**src/hdl/triangular_weighted_pick_unit_macros.svh**
```systemverilog
// Assertion macros shared by the triangular weighted pick unit modules.
// Needs nothing else; included by files that carry concurrent checks.
`ifndef TRIANGULAR_WEIGHTED_PICK_UNIT_MACROS_SVH
`define TRIANGULAR_WEIGHTED_PICK_UNIT_MACROS_SVH

// Same-cycle implication, checked outside reset.
`define TWP_ASSERT_NOW(label, clk, rst_n, cond, expr) \
    label: assert property (@(posedge clk) disable iff (!(rst_n)) (cond) |-> (expr)) \
        else $error("triangular_weighted_pick_unit: same-cycle check failed");

// Next-cycle implication, checked outside reset.
`define TWP_ASSERT_NEXT(label, clk, rst_n, cond, expr) \
    label: assert property (@(posedge clk) disable iff (!(rst_n)) (cond) |=> (expr)) \
        else $error("triangular_weighted_pick_unit: next-cycle check failed");

`endif

```
**src/hdl/twp_pkg.sv**
```systemverilog
`timescale 1ns / 1ps
// Shared widths, constants and payload types of the triangular weighted pick unit.
// No dependencies.
package twp_pkg;

    localparam int COUNT_BITS  = 16;
    localparam int RANDOM_BITS = 32;
    localparam int PICK_BITS   = 16;

    // n(n+1)/2 < 2^(2*COUNT_BITS-1)
    localparam int TRI_BITS   = 2 * COUNT_BITS - 1;
    localparam int PROD_BITS  = 2 * COUNT_BITS + 1;
    // radicand 8*choice+1
    localparam int RAD_BITS   = TRI_BITS + 3;
    localparam int ROOT_BITS  = (RAD_BITS + 1) / 2;
    localparam int SQ_W       = RAD_BITS + 1;

    localparam int Q_DEPTH    = 2;
    localparam int Q_PTR_BITS = (Q_DEPTH > 1) ? $clog2(Q_DEPTH) : 1;
    localparam int Q_CNT_BITS = $clog2(Q_DEPTH + 1);

    typedef struct packed {
        logic [COUNT_BITS-1:0]  entry_count;
        logic [RANDOM_BITS-1:0] random_word;
    } t_item;

    typedef struct packed {
        logic [PICK_BITS-1:0] pick_index;
        logic                 bad_count;
    } t_result;

    // Classified item as it travels from front to back.
    typedef struct packed {
        logic [COUNT_BITS-1:0]  count;
        logic [RANDOM_BITS-1:0] rnd;
        logic [TRI_BITS-1:0]    tri_num;
        logic                   bad;
    } t_job;

    typedef struct packed {
        logic full;
        logic not_empty;
    } t_q_status;

endpackage

```
**src/hdl/twp_front.sv**
```systemverilog
`timescale 1ns / 1ps
// Front end: takes items, flags a zero count and forms the triangular number.
// Depends on twp_pkg.
module twp_front (
    input  logic              i_clk,
    input  logic              i_rst_n,
    input  logic              i_start,
    input  twp_pkg::t_item    i_item,
    output logic              o_busy,
    input  twp_pkg::t_q_status i_q_status,
    output logic              o_push,
    output twp_pkg::t_job     o_job
);
    import twp_pkg::*;

    logic                  r_valid;
    logic                  n_valid;
    t_item                 r_item;
    logic                  accept;
    logic [PROD_BITS-1:0]  prod;

    assign o_busy = r_valid && i_q_status.full;
    assign accept = i_start && !o_busy;
    assign o_push = r_valid && !i_q_status.full;

    always_comb begin
        if (accept) begin
            n_valid = 1'b1;
        end else if (o_push) begin
            n_valid = 1'b0;
        end else begin
            n_valid = r_valid;
        end
    end

    always_ff @(posedge i_clk) begin
        if (!i_rst_n) begin
            r_valid <= 1'b0;
        end else begin
            r_valid <= n_valid;
        end
    end

    always_ff @(posedge i_clk) begin
        if (accept) begin
            r_item <= i_item;
        end
    end

    // n*(n+1) is always even, so the halving is exact
    assign prod = PROD_BITS'(r_item.entry_count)
                * PROD_BITS'({1'b0, r_item.entry_count} + 1'b1);

    always_comb begin
        o_job.count   = r_item.entry_count;
        o_job.rnd     = r_item.random_word;
        o_job.tri_num = prod[TRI_BITS:1];
        o_job.bad     = (r_item.entry_count == '0);
    end

endmodule

```
**config.mk**
```make
export PLATFORM = sky130hd
export DESIGN_NAME = twp_front
export DESIGN_NICKNAME = d
export VERILOG_FILES = /design/src/hdl/triangular_weighted_pick_unit_macros.svh /design/src/hdl/twp_pkg.sv /design/src/hdl/twp_front.sv
export SDC_FILE = /design/constraint.sdc
export NUM_CORES = 1
export LEC_CHECK = 0
export ABC_CLOCK_PERIOD_IN_PS = 8570
export BUFFER_PORTS_ARGS = -buffer_cell sky130_fd_sc_hd__buf_2
export CAP_MARGIN = 40
export CELL_PAD_IN_SITES_DETAIL_PLACEMENT = 0
export CELL_PAD_IN_SITES_GLOBAL_PLACEMENT = 2
export CORE_MARGIN = 10
export CORE_UTILIZATION = 39
export DETAILED_ROUTE_END_ITERATION = 8
export PLACE_DENSITY_LB_ADDON = 0.1
export SLEW_MARGIN = 20
export SYNTH_ARGS = -nofsm -noshare
export SYNTH_HDL_FRONTEND = slang
export SYNTH_SLANG_ARGS = --single-unit
export TNS_END_PERCENT = 20
```
**constraint.sdc**
```tcl
create_clock -name i_clk -period 8.57 [get_ports i_clk]
set_input_delay 0.857 -clock i_clk [delete_from_list [all_inputs] [get_ports i_clk]]
set_output_delay 0.857 -clock i_clk [all_outputs]
set_load 0.01 [all_outputs]
```
==> key figures, run 1 <==
Place
  • Detailed placer's ending HPWL: 23.35 mm
  • Port Buffers: 133
  • RD Place Congestion: 0.7708

GRT
  • Initial antenna violation count: 1
  • Grt ovf: 0
  • Largest net degree at the start of global routing: 49
  • Global-route wire length before repair: 45.04 mm
  • Combined global-route utilization of all metal layers: 16.06%
  • Vias in the first global route: 8,234

Yosys
  • Yosys reg bits: 49
  • Post-synth EDFFs: 48
  • Area of the mapped netlist: 10,900 um2
  • Async SR Flop Fraction: 0%
  • Syn_nets: 1,492
  • Seq/Total Area, Yosys: 13.41%
  • Yosys warns: 0
  • Synth Instances: 1,114
  • Synth area leaders: fa_1 38%, ha_1 14%, edfxtp_1 13%
  • Post-Syn Area per Cell: 9.780 um2
  • Yosys cell types: 47
  • Synth top area share: 38.03%
  • Most area-hungry cell type in the Yosys netlist: fa_1
  • Top FF cell, synth: edfxtp_1

STA
  • Setup Skew: 0.005383 ns
  • Slew at the pin closest to its max-slew limit: 0.6150 ns
  • RSZ-0062 raised after global routing: no
  • Max Clk Rate: 0.1225 GHz
  • Final Hold Viols: 0
  • Fin crit share: 95.24%
  • Setup tns final: 0 ns
  • Fin crit period: 8.162 ns
  • Final setup viols: 0
  • Rel. slew slack: 59.00%
  • Hold WS: 0.6777 ns
  • Slew Viols, Final: 0

Detailed routing
  • Initial DRC Count: 305
  • Antenna-violating nets left: 0
  • Total Wirelength: 27.95 mm
  • Drt drc: 0
  • Wire length per cell: 17.19 um
  • 1st-pass router iterations: 5
  • Vias per cell: 4.720
  • DR vias: 7,675

Setup path
  • CP arrival: 7.30 ns
  • Crit path max-delay family: adder cells
  • WP buf/inv: 7
  • Crit path largest cell delay: 0.56 ns
  • R2R Setup Slk: 7.09 ns
  • Crit end category: primary output
  • Most used cell, CP: fa_1
  • Worst Path Max Fanout: 11
  • Path depth of the worst reg2reg path: 3
  • Startpoint types: flip-flop
  • CP Depth: 26
  • R2R Path End: o_job[33]
  • CP Data Required Time: 7.71 ns
  • Crit-path slowest cell: fa_1
  • Critical path start-end classification: flip-flop to primary output
  • Reg-to-reg startpoint: r_valid

Clocking
  • Clk buf depth: 2
  • Clock transition at path regs: 0.07 ns
  • Total CTS buffers: 5
  • Setup Fix Bufs, Post-CTS: 0
  • Clock Sinks: 49
  • Skew-Pair Late Insertion Delay: 0.28 ns
  • H-tree levels: 2
  • CTS tree: built
  • CTS root buffer: clkbuf_16

Floorplan
  • Rows: 61
  • Die X-Extent: 187.1 um
  • Die Area: 35,020 um2
  • Core Box Area: 27,710 um2
  • Initial Util: 39.33%
  • # IOs: 135
  • Vert. Die Dim: 187.1 um

Job
  • Max-Cap Viols: 0

Hold path
  • Hold path depth: 2
  • Hold endpoint: r_valid
  • Hold Path Class: flip-flop to flip-flop
  • Hold Path Origin: r_valid

Final layout
  • Area Growth Syn to Fin: 13.22%
  • Layout cell share with drive strength beyond 1: 14.92%
  • Commonest non-fill, non-tap cells in the layout: 245 x inv_1, 207 x fa_1, 133 x buf_2, 116 x nand2b_1, 115 x ha_1
  • Commonest non-fill, non-tap cell in the layout: inv_1
  • NumNets Final: 1,624

Status
  • Status: complete, no violations
registers in the layout, summed over array words and instances, names as in the netlist:
signal   count
o_job       48
r_valid      1
stage by stage:
step	cells	area (um2)	util [%]	worst slack, ns
2_1_floorplan	1114	10900	-	0.9799
3_3_place_gp	1617	12120	43.75	0.4482
3_5_place_dp	1617	12120	43.75	0.4395
4_1_cts	1625	12290	44.34	0.09224
5_1_grt	1626	12340	44.52	0.01131
6_report	1626	12340	44.52	0.4082
what timing repair did:
action                                  in CTS  in global routing
gates resized for setup                      0                 12
endpoints found under the setup margin       0                  9
hold buffers                                 0                  0
how the worst max path moves through the flow:
stage	start	to	slack, ns
3_3_place_gp	o_job[64]	o_job[30]	0.45
4_1_cts	o_job[65]	o_job[30]	0.09
6_report	o_job[65]	o_job[29]	0.41
3_5_place_dp	o_job[65]	o_job[30]	0.44
2_1_floorplan	o_job[68]	o_job[30]	0.98
5_1_grt	o_job[65]	o_job[30]	0.01
synth_stat cells (all sizes together) (20+ instances only):
library cell and n:
ha 118, and3 20, xnor2 24, a21oi 27, clkbuf 36, nand2b 116, inv 245, edfxtp 48
nor2 35, fa 207, nor2b 100, nand2 39
kinds of logic after synthesis:
kind of cell,count (synthesis),synth area share (%)
fa+ha+maj,325,51.58
flops,49,13.41
buf+inv,284,9.807
compound gates,70,4.134
xor+xnor,28,2.251
simple gates,358,18.81
worst register-to-register path: cells and delay by family, from the launching register on:
family,cells,cell delay [ns]
flops,1,0.30
simple gates,2,0.29
buf+inv,1,0.48
cell type report:
type                    count  area, um2
repair buffers            163      894.6
diodes                      1      2.502
multi-input cells         781       8417
clock buffers               6      128.9
inverters                 246      923.4
fillers                  2785      15370
flip-flops and latches     49       1461
well taps                 378      473.0
clock inverters             2      35.03
per-layer routing:
layer  share of wire (%)  global-route usage (%)  wire length (um)
met1                  41                   19.59             11450
met4                 1.4                   2.978               391
met3                 1.6                   1.007               436
met5                   0                       0                 0
met2                  56                   30.41             15670
Power of run 1 is left out: the tool's default activity adds up to more than one toggle a clock period on the data nets, which glitch-free logic cannot reach.
==> inputs of run 2 (changes only) <==
--- a/config.mk
+++ b/config.mk
@@ -14,6 +14,7 @@
 export CORE_UTILIZATION = 39
 export DETAILED_ROUTE_END_ITERATION = 8
 export PLACE_DENSITY_LB_ADDON = 0.1
+export RECOVER_POWER = 100
 export SLEW_MARGIN = 20
 export SYNTH_ARGS = -nofsm -noshare
 export SYNTH_HDL_FRONTEND = slang
==> key figures, run 2 (synthesis gave the netlist of run 1 again) <==
GRT
  • Combined global-route utilization of all metal layers: 16.06%
  • Global-route wire length before repair: 45.04 mm
  • Initial antenna violation count: 1
  • Vias in the first global route: 8,234
  • Largest net degree at the start of global routing: 49
  • Grt ovf: 0

Detailed routing
  • DR vias: 7,669
  • Initial DRC Count: 302
  • Drt drc: 0
  • Wire length per cell: 17.18 um
  • 1st-pass router iterations: 4
  • Antenna-violating nets left: 0
  • Total Wirelength: 27.94 mm
  • Vias per cell: 4.716

Floorplan
  • Rows: 61
  • Initial Util: 39.33%
  • # IOs: 135
  • Die Area: 35,020 um2
  • Die X-Extent: 187.1 um
  • Vert. Die Dim: 187.1 um
  • Core Box Area: 27,710 um2

STA
  • Setup Skew: 0.005296 ns
  • Slew Viols, Final: 49
  • Rel. slew slack: -70.01%
  • Slew at the pin closest to its max-slew limit: 2.550 ns
  • Fin crit period: 8.174 ns
  • Final setup viols: 0
  • Max Clk Rate: 0.1223 GHz
  • Final Hold Viols: 0
  • Setup tns final: 0 ns
  • RSZ-0062 raised after global routing: no
  • Fin crit share: 95.38%

Status
  • Failing checks: capacitance limit, slew limit
  • Status: finished, violations left

Clocking
  • H-tree levels: 2
  • Clock transition at path regs: 0.06 ns
  • CTS root buffer: clkbuf_16
  • Clk buf depth: 2
  • Skew-Pair Late Insertion Delay: 0.28 ns
  • Total CTS buffers: 5
  • CTS tree: built
  • Clock Sinks: 49
  • Setup Fix Bufs, Post-CTS: 0

Setup path
  • Most used cell, CP: fa_1
  • Crit path largest cell delay: 0.56 ns
  • Worst Path Max Fanout: 11
  • CP arrival: 7.32 ns
  • Crit-path slowest cell: fa_1
  • Crit end category: primary output
  • Critical path start-end classification: flip-flop to primary output
  • Path depth of the worst reg2reg path: 3
  • CP Depth: 26
  • WP buf/inv: 7
  • Startpoint types: flip-flop
  • Worst setup startpoint: o_job[64]
  • CP Data Required Time: 7.71 ns
  • Crit path max-delay family: adder cells
  • Reg-to-reg startpoint: r_valid

Final layout
  • Largest register FFs: 48
  • NumNets Final: 1,624
  • Commonest non-fill, non-tap cell in the layout: inv_1
  • Area Growth Syn to Fin: 12.45%
  • Layout cell share with drive strength beyond 1: 10.43%
  • Commonest non-fill, non-tap cells in the layout: 245 x inv_1, 207 x fa_1, 116 x nand2b_1, 115 x ha_1, 99 x nor2b_1

Place
  • RD Place Congestion: 0.7708
  • Detailed placer's ending HPWL: 23.35 mm
  • Port Buffers: 133

Hold path
  • Hold Path Origin: r_valid
  • Hold Path Class: flip-flop to flip-flop
  • Hold path depth: 2

Job
  • Max-Cap Viols: 1
[run 2: changes by cell type in the layout (fill, tap and decap cells not counted), sizes merged]
cell,delta
buf,-56
clkbuf,+56
[run 2: what timing repair did]
| item | CTS | global route |
|---|---|---|
| gates resized for setup | 0 | 12 |
| endpoints found under the setup margin | 0 | 9 |
| hold buffers | 0 | 0 |
[run 2: metal layers]
layer / share of wire, % / global-route usage (%) / up-vias / wire, um
met1: 40 / 19.59 / 3902 / 11290
met2: 56 / 30.41 / 89 / 15610
met4: 1.6 / 2.978 / 0 / 434
li1: - / - / 3648 / -
met5: 0 / 0 / - / 0
met3: 2.1 / 1.007 / 30 / 600
[run 2: area by class of cell]
cell class                      count  area [um2]
Tap cell                          378       473.0
Multi-Input combinational cell    781        8414
Clock inverter                      2       35.03
Antenna cell                        1       2.502
Clock buffer                        6       128.9
Inverter                          246       923.4
Fill cell                        2815       15450
Sequential cell                    49        1461
Timing Repair Buffer              163       813.3
[run 2: final timing paths]
path / endpoint / slack (ns)
worst max-delay path: o_job[29] / 0.40
worst min-delay path: r_valid / 0.74
worst max register to register: o_job[79] / 5.68
worst min register to register: r_valid / 0.74
[run 2: stage by stage]
stage,std cells,hold WS [ns],setup slack [ns],util [%],area (um2)
floorplan,1114,0.6306,0.9799,-,10900
finish,1626,0.7393,0.3958,44.22,12250
CTS,1625,0.6848,0.09224,44.34,12290
global route,1626,0.7311,0.01131,44.22,12250
global placement,1617,0.6416,0.4482,43.75,12120
detailed placement,1617,0.6699,0.4395,43.75,12120
[run 2: worst register-to-register path, stage by stage, from the launching register on]
cell and delay [ns]:
dfxtp_1 0.31, and2_0 0.20, nor2b_4 0.12, clkbuf_1 1.81
Power of run 2 is left out for the same reason.
