$ cat config.mk
export PLATFORM = sky130hd
export DESIGN_NAME = twp_queue
export DESIGN_NICKNAME = d
export VERILOG_FILES = /design/src/hdl/twp_pkg.sv /design/src/hdl/twp_queue.sv
export VERILOG_INCLUDE_DIRS = /design/src /design/src/hdl
export SDC_FILE = /design/constraint.sdc
export NUM_CORES = 1
export LEC_CHECK = 0
export ABC_AREA = 0
export BUFFER_PORTS_ARGS = -buffer_cell sky130_fd_sc_hd__buf_2
export CAP_MARGIN = 40
export CORE_MARGIN = 2
export CORE_UTILIZATION = 25
export CTS_CLUSTER_DIAMETER = 80
export DETAILED_ROUTE_END_ITERATION = 8
export SYNTH_ARGS = -nofsm -noshare
export SYNTH_HDL_FRONTEND = slang
export SYNTH_SLANG_ARGS = --single-unit
$ cat constraint.sdc
create_clock -name i_clk -period 7.31 [get_ports i_clk]
set_input_delay 0.3655 -clock i_clk [delete_from_list [all_inputs] [get_ports i_clk]]
set_output_delay 0.3655 -clock i_clk [all_outputs]
set_load 0.1 [all_outputs]
$ cat src/hdl/triangular_weighted_pick_unit_macros.svh
// Assertion macros shared by the triangular weighted pick unit modules.
// Needs nothing else; included by files that carry concurrent checks.
`ifndef TRIANGULAR_WEIGHTED_PICK_UNIT_MACROS_SVH
`define TRIANGULAR_WEIGHTED_PICK_UNIT_MACROS_SVH

// Same-cycle implication, checked outside reset.
`define TWP_ASSERT_NOW(label, clk, rst_n, cond, expr) \
    label: assert property (@(posedge clk) disable iff (!(rst_n)) (cond) |-> (expr)) \
        else $error("triangular_weighted_pick_unit: same-cycle check failed");

// Next-cycle implication, checked outside reset.
`define TWP_ASSERT_NEXT(label, clk, rst_n, cond, expr) \
    label: assert property (@(posedge clk) disable iff (!(rst_n)) (cond) |=> (expr)) \
        else $error("triangular_weighted_pick_unit: next-cycle check failed");

`endif

$ cat src/hdl/twp_pkg.sv
`timescale 1ns / 1ps
// Shared widths, constants and payload types of the triangular weighted pick unit.
// No dependencies.
package twp_pkg;

    localparam int COUNT_BITS  = 16;
    localparam int RANDOM_BITS = 32;
    localparam int PICK_BITS   = 16;

    // n(n+1)/2 < 2^(2*COUNT_BITS-1)
    localparam int TRI_BITS   = 2 * COUNT_BITS - 1;
    localparam int PROD_BITS  = 2 * COUNT_BITS + 1;
    // radicand 8*choice+1
    localparam int RAD_BITS   = TRI_BITS + 3;
    localparam int ROOT_BITS  = (RAD_BITS + 1) / 2;
    localparam int SQ_W       = RAD_BITS + 1;

    localparam int Q_DEPTH    = 2;
    localparam int Q_PTR_BITS = (Q_DEPTH > 1) ? $clog2(Q_DEPTH) : 1;
    localparam int Q_CNT_BITS = $clog2(Q_DEPTH + 1);

    typedef struct packed {
        logic [COUNT_BITS-1:0]  entry_count;
        logic [RANDOM_BITS-1:0] random_word;
    } t_item;

    typedef struct packed {
        logic [PICK_BITS-1:0] pick_index;
        logic                 bad_count;
    } t_result;

    // Classified item as it travels from front to back.
    typedef struct packed {
        logic [COUNT_BITS-1:0]  count;
        logic [RANDOM_BITS-1:0] rnd;
        logic [TRI_BITS-1:0]    tri_num;
        logic                   bad;
    } t_job;

    typedef struct packed {
        logic full;
        logic not_empty;
    } t_q_status;

endpackage

$ cat src/hdl/twp_queue.sv
`timescale 1ns / 1ps
// Short job queue between front end and back end.
// Depends on twp_pkg and the assertion macro header.
`include "triangular_weighted_pick_unit_macros.svh"
module twp_queue (
    input  logic               i_clk,
    input  logic               i_rst_n,
    input  logic               i_push,
    input  twp_pkg::t_job      i_job,
    input  logic               i_pop,
    output twp_pkg::t_job      o_head,
    output twp_pkg::t_q_status o_status
);
    import twp_pkg::*;

    t_job                  r_mem [0:Q_DEPTH-1];
    logic [Q_PTR_BITS-1:0] r_wr_ptr;
    logic [Q_PTR_BITS-1:0] r_rd_ptr;
    logic [Q_CNT_BITS-1:0] r_count;
    logic [Q_PTR_BITS-1:0] n_wr_ptr;
    logic [Q_PTR_BITS-1:0] n_rd_ptr;
    logic [Q_CNT_BITS-1:0] n_count;

    assign o_head             = r_mem[r_rd_ptr];
    assign o_status.full      = (r_count == Q_CNT_BITS'(Q_DEPTH));
    assign o_status.not_empty = (r_count != '0);

    always_comb begin
        n_wr_ptr = r_wr_ptr;
        n_rd_ptr = r_rd_ptr;
        n_count  = r_count;
        if (i_push) begin
            n_wr_ptr = (r_wr_ptr == Q_PTR_BITS'(Q_DEPTH - 1)) ? '0 : r_wr_ptr + 1'b1;
        end
        if (i_pop) begin
            n_rd_ptr = (r_rd_ptr == Q_PTR_BITS'(Q_DEPTH - 1)) ? '0 : r_rd_ptr + 1'b1;
        end
        if (i_push && !i_pop) begin
            n_count = r_count + 1'b1;
        end else if (i_pop && !i_push) begin
            n_count = r_count - 1'b1;
        end
    end

    always_ff @(posedge i_clk) begin
        if (!i_rst_n) begin
            r_wr_ptr <= '0;
            r_rd_ptr <= '0;
            r_count  <= '0;
        end else begin
            r_wr_ptr <= n_wr_ptr;
            r_rd_ptr <= n_rd_ptr;
            r_count  <= n_count;
        end
    end

    always_ff @(posedge i_clk) begin
        if (i_push) begin
            r_mem[r_wr_ptr] <= i_job;
        end
    end

    `TWP_ASSERT_NOW(a_no_overflow, i_clk, i_rst_n, i_push, !o_status.full)
    `TWP_ASSERT_NOW(a_no_underflow, i_clk, i_rst_n, i_pop, o_status.not_empty)
    `TWP_ASSERT_NEXT(a_count_up, i_clk, i_rst_n, i_push && !i_pop, r_count == $past(r_count) + 1'b1)

endmodule

==> results.txt, run 1 <==
The run finished with clean final reports. The sequential fraction of design power came out at 45.9%. Synthesized area divided by synthesized cell count: 22.2 um^2. Setup violations remaining at the end of the flow were counted as 0.

The via count normalized by instance count works out to 3.93. The count of buffers from port buffering is 165, and the maximum resistive drop on vdd is 0.000149 V. The number of buffers between clock root and the deepest sink is 2. The critical path ends at o_head[56]. The total track usage came out at 9.39%. Setup repair after global routing left no endpoint under its margin. From left edge to right edge, the die measures 159 um. The run gives 1.65 mW as the design internal power. The tools report the number of fill cells in the layout as 2294. In the post-synthesis netlist, the biggest area contributors are sky130_fd_sc_hd__edfxtp_1 80%, sky130_fd_sc_hd__mux2_2 15%, sky130_fd_sc_hd__dfxtp_1 1.7%. After legalization and detailed placement, the total HPWL measured 7870 um. Summed over all layers, the routed wires come to 11600 um. At the worst endpoint, the required time is 6.94 ns. Broken down by cell family, the worst path's largest delay share belongs to flip-flops. The tools report the weighted congestion at the end of routability-driven global placement as 0.722. Across the run, the number of max-cap violations was 0.

Timing analysis after detailed placement gives a worst setup slack of 5.22 ns. The post-synthesis cell type count came out at 17. By startpoint and endpoint, the worst setup path is classified as flop to output port. The overall power was 2.42 mW; the cell area after placement was 7250 um^2. Based on the critical path, the design can be clocked at up to 0.406 GHz. Count of pins over their slew limit: 0. The critical path's slowest cell is sky130_fd_sc_hd__dfxtp_4. Number of hold violations in the final report: 0. In this run, placement finished with an instance count of 750. The first global-routing pass estimated 18100 um of wire. The number of gates on the worst path with buffers counted was 3; the number of buffers inserted to repair setup after CTS was 0.

The tools report the final standard cell area without fillers as 7750 um^2. The total nets after synthesis is 356, and the tightest slew margin relative to the limit is 57.8%. Of the synthesized area, sequential elements account for 81.4%. The tools report the launching point of the worst reg2reg path as r_wr_ptr. The floorplan step set the die height to 159 um. The run gives 0 as the initial antenna violation count.

STA classifies the critical path endpoint as an output port. Buffers inserted during clock tree synthesis total 17. The path class of the tightest hold or removal check is input port to flop. The post-route netlist has 60.5% of its cells at a drive strength greater than 1.

For this design the static power due to leakage is 2.84 nW. The die covers 25300 um^2. The initial utilization of the core area, before any placement, comes to 25.6%.

The worst hold margin is 0.140 ns. The reg-to-reg endpoint is r_mem[0][25]. The logs give 0 for the diode insertion count for antenna repair and 0 for the total grt overflow.

After synthesis the cells add up to 6020 um^2. The largest fanout of any net on the critical path is 45, and the number of remaining DRC errors is 0. The synthesized flop and latch total is 165, and the number of top-level pins is 166. TritonCTS built the clock tree. The clock network latency to the later pin of the worst-skew pair is 0.41 ns.

At the pin with the least slew margin, the transition time is 0.633 ns. Clock-pin slew was measured on the worst setup and hold paths at 0.06 ns. Hold buffer count at cts: 0. The number of clock sinks seen by CTS is 165, and the wire length per cell is 14.9 um.

Across all setup checks in the final design, the least slack found is 4.85 ns. Summed over all nets, the switching power comes to 0.774 mW. Counting both buffers and inverters, the worst setup path holds a total of 2. The critical path launch point type is a flop. The remaining antenna violation count came out at 0.

Of the total power, combinational logic draws 21.9%. Once the clock tree was built, the resizer swapped 0 gates to a different size. In this design, the stage delay of the slowest critical-path cell is 0.67 ns. In this run the biggest area consumer among cell types represents 79.8% of the synthesized area. The number of synthesis warnings was 0. The switching power share of the total is 31.9%. The worst path in the final design needs a cycle of 2.46 ns, including I/O delays and setup. The worst reg-to-reg path cell count came out at 3. Via count of the first global-routing pass: 3371. For the internal reg-to-reg setup slack, the log shows 5.46 ns.

The first routing iteration left 139 violations. Number of levels the H-tree was split into: 4. Number of instances in the synthesized netlist: 271. Walking the worst path, the cells encountered are buf_16 > mux2_2 > buf_2.

In this run the power density over the cells is 313 nW/um^2. Sum of negative setup slack: 0 ns. The share of the clock period used by the worst path was 33.7%.

Clock tree synthesis selected as its root buffer the cell sky130_fd_sc_hd__clkbuf_16. The total vias in the final route was 3055. At the end of the flow the core is filled with cells to 32.9%. Between clock sinks in the finished design, the worst skew comes to 0.00685 ns. The synthesis-to-finish area growth is 28.6%. The largest net degree at the start of global routing was 47; the proportion of power drawn by the clock network was 32.2%. The number of nets in the layout came out at 535.

At the worst endpoint, the arrival time is 2.10 ns. The tools report the number of placement rows as 56. After the flow finishes, the layout carries non-filler instances totaling 777.

The core region is 23500 um^2. Summed over all instances, the cell type with the most area after synthesis is sky130_fd_sc_hd__edfxtp_1. The detailed-routing iteration count for the pre-antenna-repair pass is 4.
==> power groups by stage <==
stage	sequential, mW	combinational (mW)	clock [mW]
floorplan	1.12	0.456	0
global placement	1.14	0.515	0
detailed placement	1.13	0.535	0
CTS	1.11	0.536	0.813
global route	1.12	0.549	0.852
finish	1.11	0.531	0.781
==> sequential cells by signal, summed over array words and instances (netlist names), named ones only <==
name      count
r_count       2
r_mem       160
r_rd_ptr      1
r_wr_ptr      1
==> metal layers <==
layer	GRT usage [%]	part of all wire (%)
met5	0	0
met4	3.47	1.1
met3	3.86	6.0
met2	16.5	52
met1	10.1	40
==> worst min-delay path by stage <==
stage | startpoint | cells past startpoint | slack [ns] | endpoint
finish | i_job[5] | 1 | 0.14 | r_mem[1][5]
global placement | r_count[1] | 2 | 0.47 | r_count[1]
detailed placement | r_count[1] | 2 | 0.52 | r_count[1]
floorplan | r_count[1] | 2 | 0.46 | r_count[1]
CTS | i_job[4] | 1 | 0.12 | r_mem[1][4]
global route | i_job[69] | 1 | 0.11 | r_mem[1][69]
==> worst reg2reg max path: stages (launching register included) <==
cell                      delay (ns)
sky130_fd_sc_hd__dfxtp_1        0.34
sky130_fd_sc_hd__nor2b_4        0.28
sky130_fd_sc_hd__buf_12         0.25
sky130_fd_sc_hd__buf_4          0.56
==> cell families (layout without fill, tap and decap cells) <==
| kind of cell | count (synthesis) | after routing | synth area share, % |
|---|---|---|---|
| mux | 80 | 80 | 15.0 |
| flops | 165 | 165 | 81.4 |
| xor+xnor | 3 | 3 | 0.436 |
| buf+inv | 10 | 197 | 1.64 |
| simple gates | 9 | 9 | 0.977 |
| fa+ha+maj | 1 | 1 | 0.208 |
| compound gates | 3 | 3 | 0.332 |
==> area by class of cell <==
type | instances | area, um^2 | area share (%)
multi-input combinational | 96 | 1030 | 13.3
tap | 319 | 399 | 5.15
clock buffer | 19 | 433 | 5.59
clock inverter | 8 | 65.1 | 0.840
timing repair buffer | 169 | 908 | 11.7
inverter | 1 | 3.75 | 0.0485
sequential | 165 | 4910 | 63.4
==> cells in the final DEF, fill, tap and decap left out, types with 2 or more instances in the layout <==
master	n
sky130_fd_sc_hd__clkinv_1	2
sky130_fd_sc_hd__mux2_2	80
sky130_fd_sc_hd__buf_16	2
sky130_fd_sc_hd__and2_1	3
sky130_fd_sc_hd__edfxtp_1	160
sky130_fd_sc_hd__xor2_1	2
sky130_fd_sc_hd__dfxtp_1	4
sky130_fd_sc_hd__clkbuf_16	17
sky130_fd_sc_hd__clkinv_2	4
sky130_fd_sc_hd__clkbuf_1	2
sky130_fd_sc_hd__buf_2	165
==> synth_stat cells <==
library cell / n
sky130_fd_sc_hd__a21boi_1: 1
sky130_fd_sc_hd__buf_2: 1
sky130_fd_sc_hd__o21a_1: 1
sky130_fd_sc_hd__buf_6: 8
sky130_fd_sc_hd__nor2b_1: 2
sky130_fd_sc_hd__xnor2_1: 1
sky130_fd_sc_hd__ha_1: 1
sky130_fd_sc_hd__or2_2: 1
sky130_fd_sc_hd__dfxtp_1: 5
sky130_fd_sc_hd__and2_1: 4
sky130_fd_sc_hd__edfxtp_1: 160
sky130_fd_sc_hd__and2b_2: 1
sky130_fd_sc_hd__or3_1: 1
sky130_fd_sc_hd__o21ai_0: 1
sky130_fd_sc_hd__inv_1: 1
sky130_fd_sc_hd__mux2_2: 80
sky130_fd_sc_hd__xor2_1: 2
(Power assumes the default switching activity.)
==> run 2, diff against run 1 <==
- clock period: 7.31 -> 2.5 ns (I/O delays scaled with it)
==> results.txt, run 2 (synthesis gave the netlist of run 1 again) <==
The flow ran to the end, and the final reports show no timing, DRC or antenna violations. The height of the chip is 159 um (unchanged). In the layout the commonest cells are 165 x sky130_fd_sc_hd__buf_2, 160 x sky130_fd_sc_hd__edfxtp_1, 81 x sky130_fd_sc_hd__dlygate4sd3_1.

The maximum cell stage delay along the critical path is 0.42 ns (-0.25 ns). The remaining antenna violation count was 0 (unchanged). The largest fanout of any net on the critical path was 80 (+78%); the reported leakage power was 3.23 nW (+13%).

The run gives 2214 (-3.5%) as the number of fill cells in the layout. For the design internal power, the log shows 5.14 mW (+210%). The floorplan die width was 159 um (unchanged).

The tools report the initial antenna violation count as 0 (unchanged). The count of buffers from port buffering was 165 (unchanged). For the via count of the first global-routing pass, the log shows 3780 (+12%).

For the effective utilization at floorplan, the log shows 25.6% (unchanged). The number of nets in the layout was 617 (+15%); the max-cap check violation count was 0 (unchanged). Walking the worst path, the cells encountered are buf_12 > mux2_2 > buf_2. The tree is rooted in a sky130_fd_sc_hd__clkbuf_16.

Critical path class: flop to output port. The largest net degree at the start of global routing is 81 (+72%), and the post-layout minimum cycle time is 2.02 ns. For the sum of negative setup slack, the log shows 0 ns (unchanged).

The weighted congestion at the end of routability-driven global placement is 0.720 (-0.29%), and the final standard cell area without fillers is 8620 um^2 (+11%). The count of pins over their slew limit came out at 0 (unchanged). Number of remaining DRC errors: 0 (unchanged).

The sequential fraction of design power came out at 43.0% (-2.9 points). The tools report the area of the core as 23500 um^2 (unchanged). The tools report the detailed-routing iteration count for the pre-antenna-repair pass as 5 (+1). Area of the die: 25300 um^2 (unchanged).

The number of flip-flops in the largest register came out at 160 (unchanged). The worst setup path is launched from a flop. The total vias in the final route was 3410 (+12%). The tools report the clock network latency to the later pin of the worst-skew pair as 0.41 ns (about the same).

The run gives 152 (+9.4%) as the violation count after the first detailed-route iteration. The largest registers in the layout are r_mem: 160 flops, r_count: 2 flops. The worst setup slack before clock tree synthesis was 0.924 ns (-4.30 ns). Grouping stages by cell kind, the critical path spends the most delay in buffers and inverters.

The number of CTS-inserted buffers is 17 (unchanged). The power density over the cells is 871 nW/um^2 (+180%), and the number of buffer and inverter stages on the critical path is 2 (unchanged). The worst hold path begins at i_pop.

For the number of hold violations in the final report, the log shows 0 (unchanged). Launching point of the worst reg2reg path: r_wr_ptr. The logs give 2 (unchanged) for the number of buffers between clock root and the deepest sink and 0.476 ns (-4.37 ns) for the post-layout worst setup margin.

The via count normalized by instance count came out at 3.95 (+0.50%). TritonCTS built the clock tree. The tools report the overall routed net length as 12200 um (+5.0%).

The tools report the overall power as 7.51 mW (+210%). The combinational share of power was 22.3% (+0.4 points); the number of placement rows was 56 (unchanged). The maximum resistive drop on vdd is 0.000370 V (+150%). Among all stages on the critical path, the largest delay is contributed by sky130_fd_sc_hd__mux2_2.

The number of top-level pins is 166 (unchanged), and the wire length per cell is 14.1 um (-5.5%). For the critical path required time, the log shows 2.38 ns (-4.56 ns). The transition at the pin with the smallest max-transition slack works out to 0.603 ns (-0.0302 ns). For the total track usage, the log shows 9.68% (+0.29 points). The tools report the number of clock sinks seen by CTS as 165 (unchanged). For the switching power, the log shows 2.37 mW (+210%).

The final cell count without fillers was 863 (+11%). The switching power share of the total was 31.6% (-0.37 points). For the number of levels the H-tree was split into, the log shows 4 (unchanged). The most frequent standard cell in the layout excluding fill and tap cells is sky130_fd_sc_hd__buf_2. In this run the worst hold path is classified as input port to flop. The endpoint kind of the worst setup timing path was an output port. More flip-flops sit in one register than any other, and that register is r_mem.

The post-placement cell count was 751 (+0.13%). The share of cells above drive strength 1 was 52.4% (-8.1 points). The tools report the achievable clock frequency as 0.494 GHz.

Setup repair after global routing left no endpoint under its margin. Relative to the synthesized area, the layout overhead comes to 43.2%. For the final core area utilization, the log shows 36.6% (+3.7 points). The data arrival time of the worst path was 1.90 ns (-0.20 ns). The tools report the wire length of the first global-routing pass as 19200 um (+6.0%).

The proportion of power drawn by the clock network came out at 34.7% (+2.5 points). The HPWL reported at the end of detailed placement is 7260 um (-7.8%), and the tightest slew margin relative to the limit is 59.8% (+2.0 points). The final critical path takes up 81.0% of the cycle.

The run gives 0 (unchanged) as the diode insertion count for antenna repair. The total grt overflow is 0 (unchanged). The clock-pin slew on the worst setup and hold paths is 0.07 ns (about the same), and the final setup violation count is 0 (unchanged).

The worst hold margin was 0.0675 ns (-0.0726 ns). The cell area after placement was 7230 um^2 (-0.28%); the worst-case clock skew was 0.00841 ns (+0.00156 ns).
==> run 2: layer usage <==
| layer | wire [um] | part of all wire, % | track usage [%] |
|---|---|---|---|
| met5 | 0 | 0 | 0 |
| met4 | 164 | 1.3 | 3.80 |
| met3 | 565 | 4.6 | 2.87 |
| met2 | 6320 | 52 | 17.2 |
| met1 | 5110 | 42 | 10.9 |
==> run 2: layout make-up <==
type	instances	area, um^2	share of cell area [%]
Clock inverter	14	159	1.84
Tap cell	319	399	4.63
Sequential cell	165	4910	56.9
Multi-Input combinational cell	96	1030	11.9
Inverter	1	3.75	0.0435
Timing Repair Buffer	251	1700	19.7
Clock buffer	17	425	4.93
==> run 2: power by group through the flow <==
stage,clock (mW),combinational [mW],sequential (mW)
after floorplan,0,1.34,3.28
after global placement,0,1.57,3.28
after detailed placement,0,1.58,3.29
after CTS,2.70,1.68,3.23
after global routing,2.80,1.73,3.24
final,2.61,1.67,3.23
==> run 2: tightest hold or removal path, cell delays in order <==
cell                     delay, ns
sky130_fd_sc_hd__buf_2        0.10
sky130_fd_sc_hd__xor2_1       0.07
sky130_fd_sc_hd__and2_1       0.14
==> run 2: final timing paths <==
| check | to | slack [ns] | cells after the start |
|---|---|---|---|
| worst min-delay path | flop | 0.07 | 3 |
| worst max register to register | r_mem[1][23] | 0.96 | 2 |
| worst max-delay path | o_head[79] | 0.48 | 3 |
| worst min register to register | r_count[1] | 0.52 | 2 |
==> run 2: timing repair <==
| action | CTS | global route |
|---|---|---|
| endpoints found under the hold margin | 165 | 0 |
| hold buffers | 81 | 0 |
| endpoints found under the setup margin | 0 | 0 |
| setup buffers | 0 | 0 |
| gates resized for setup | 0 | 0 |
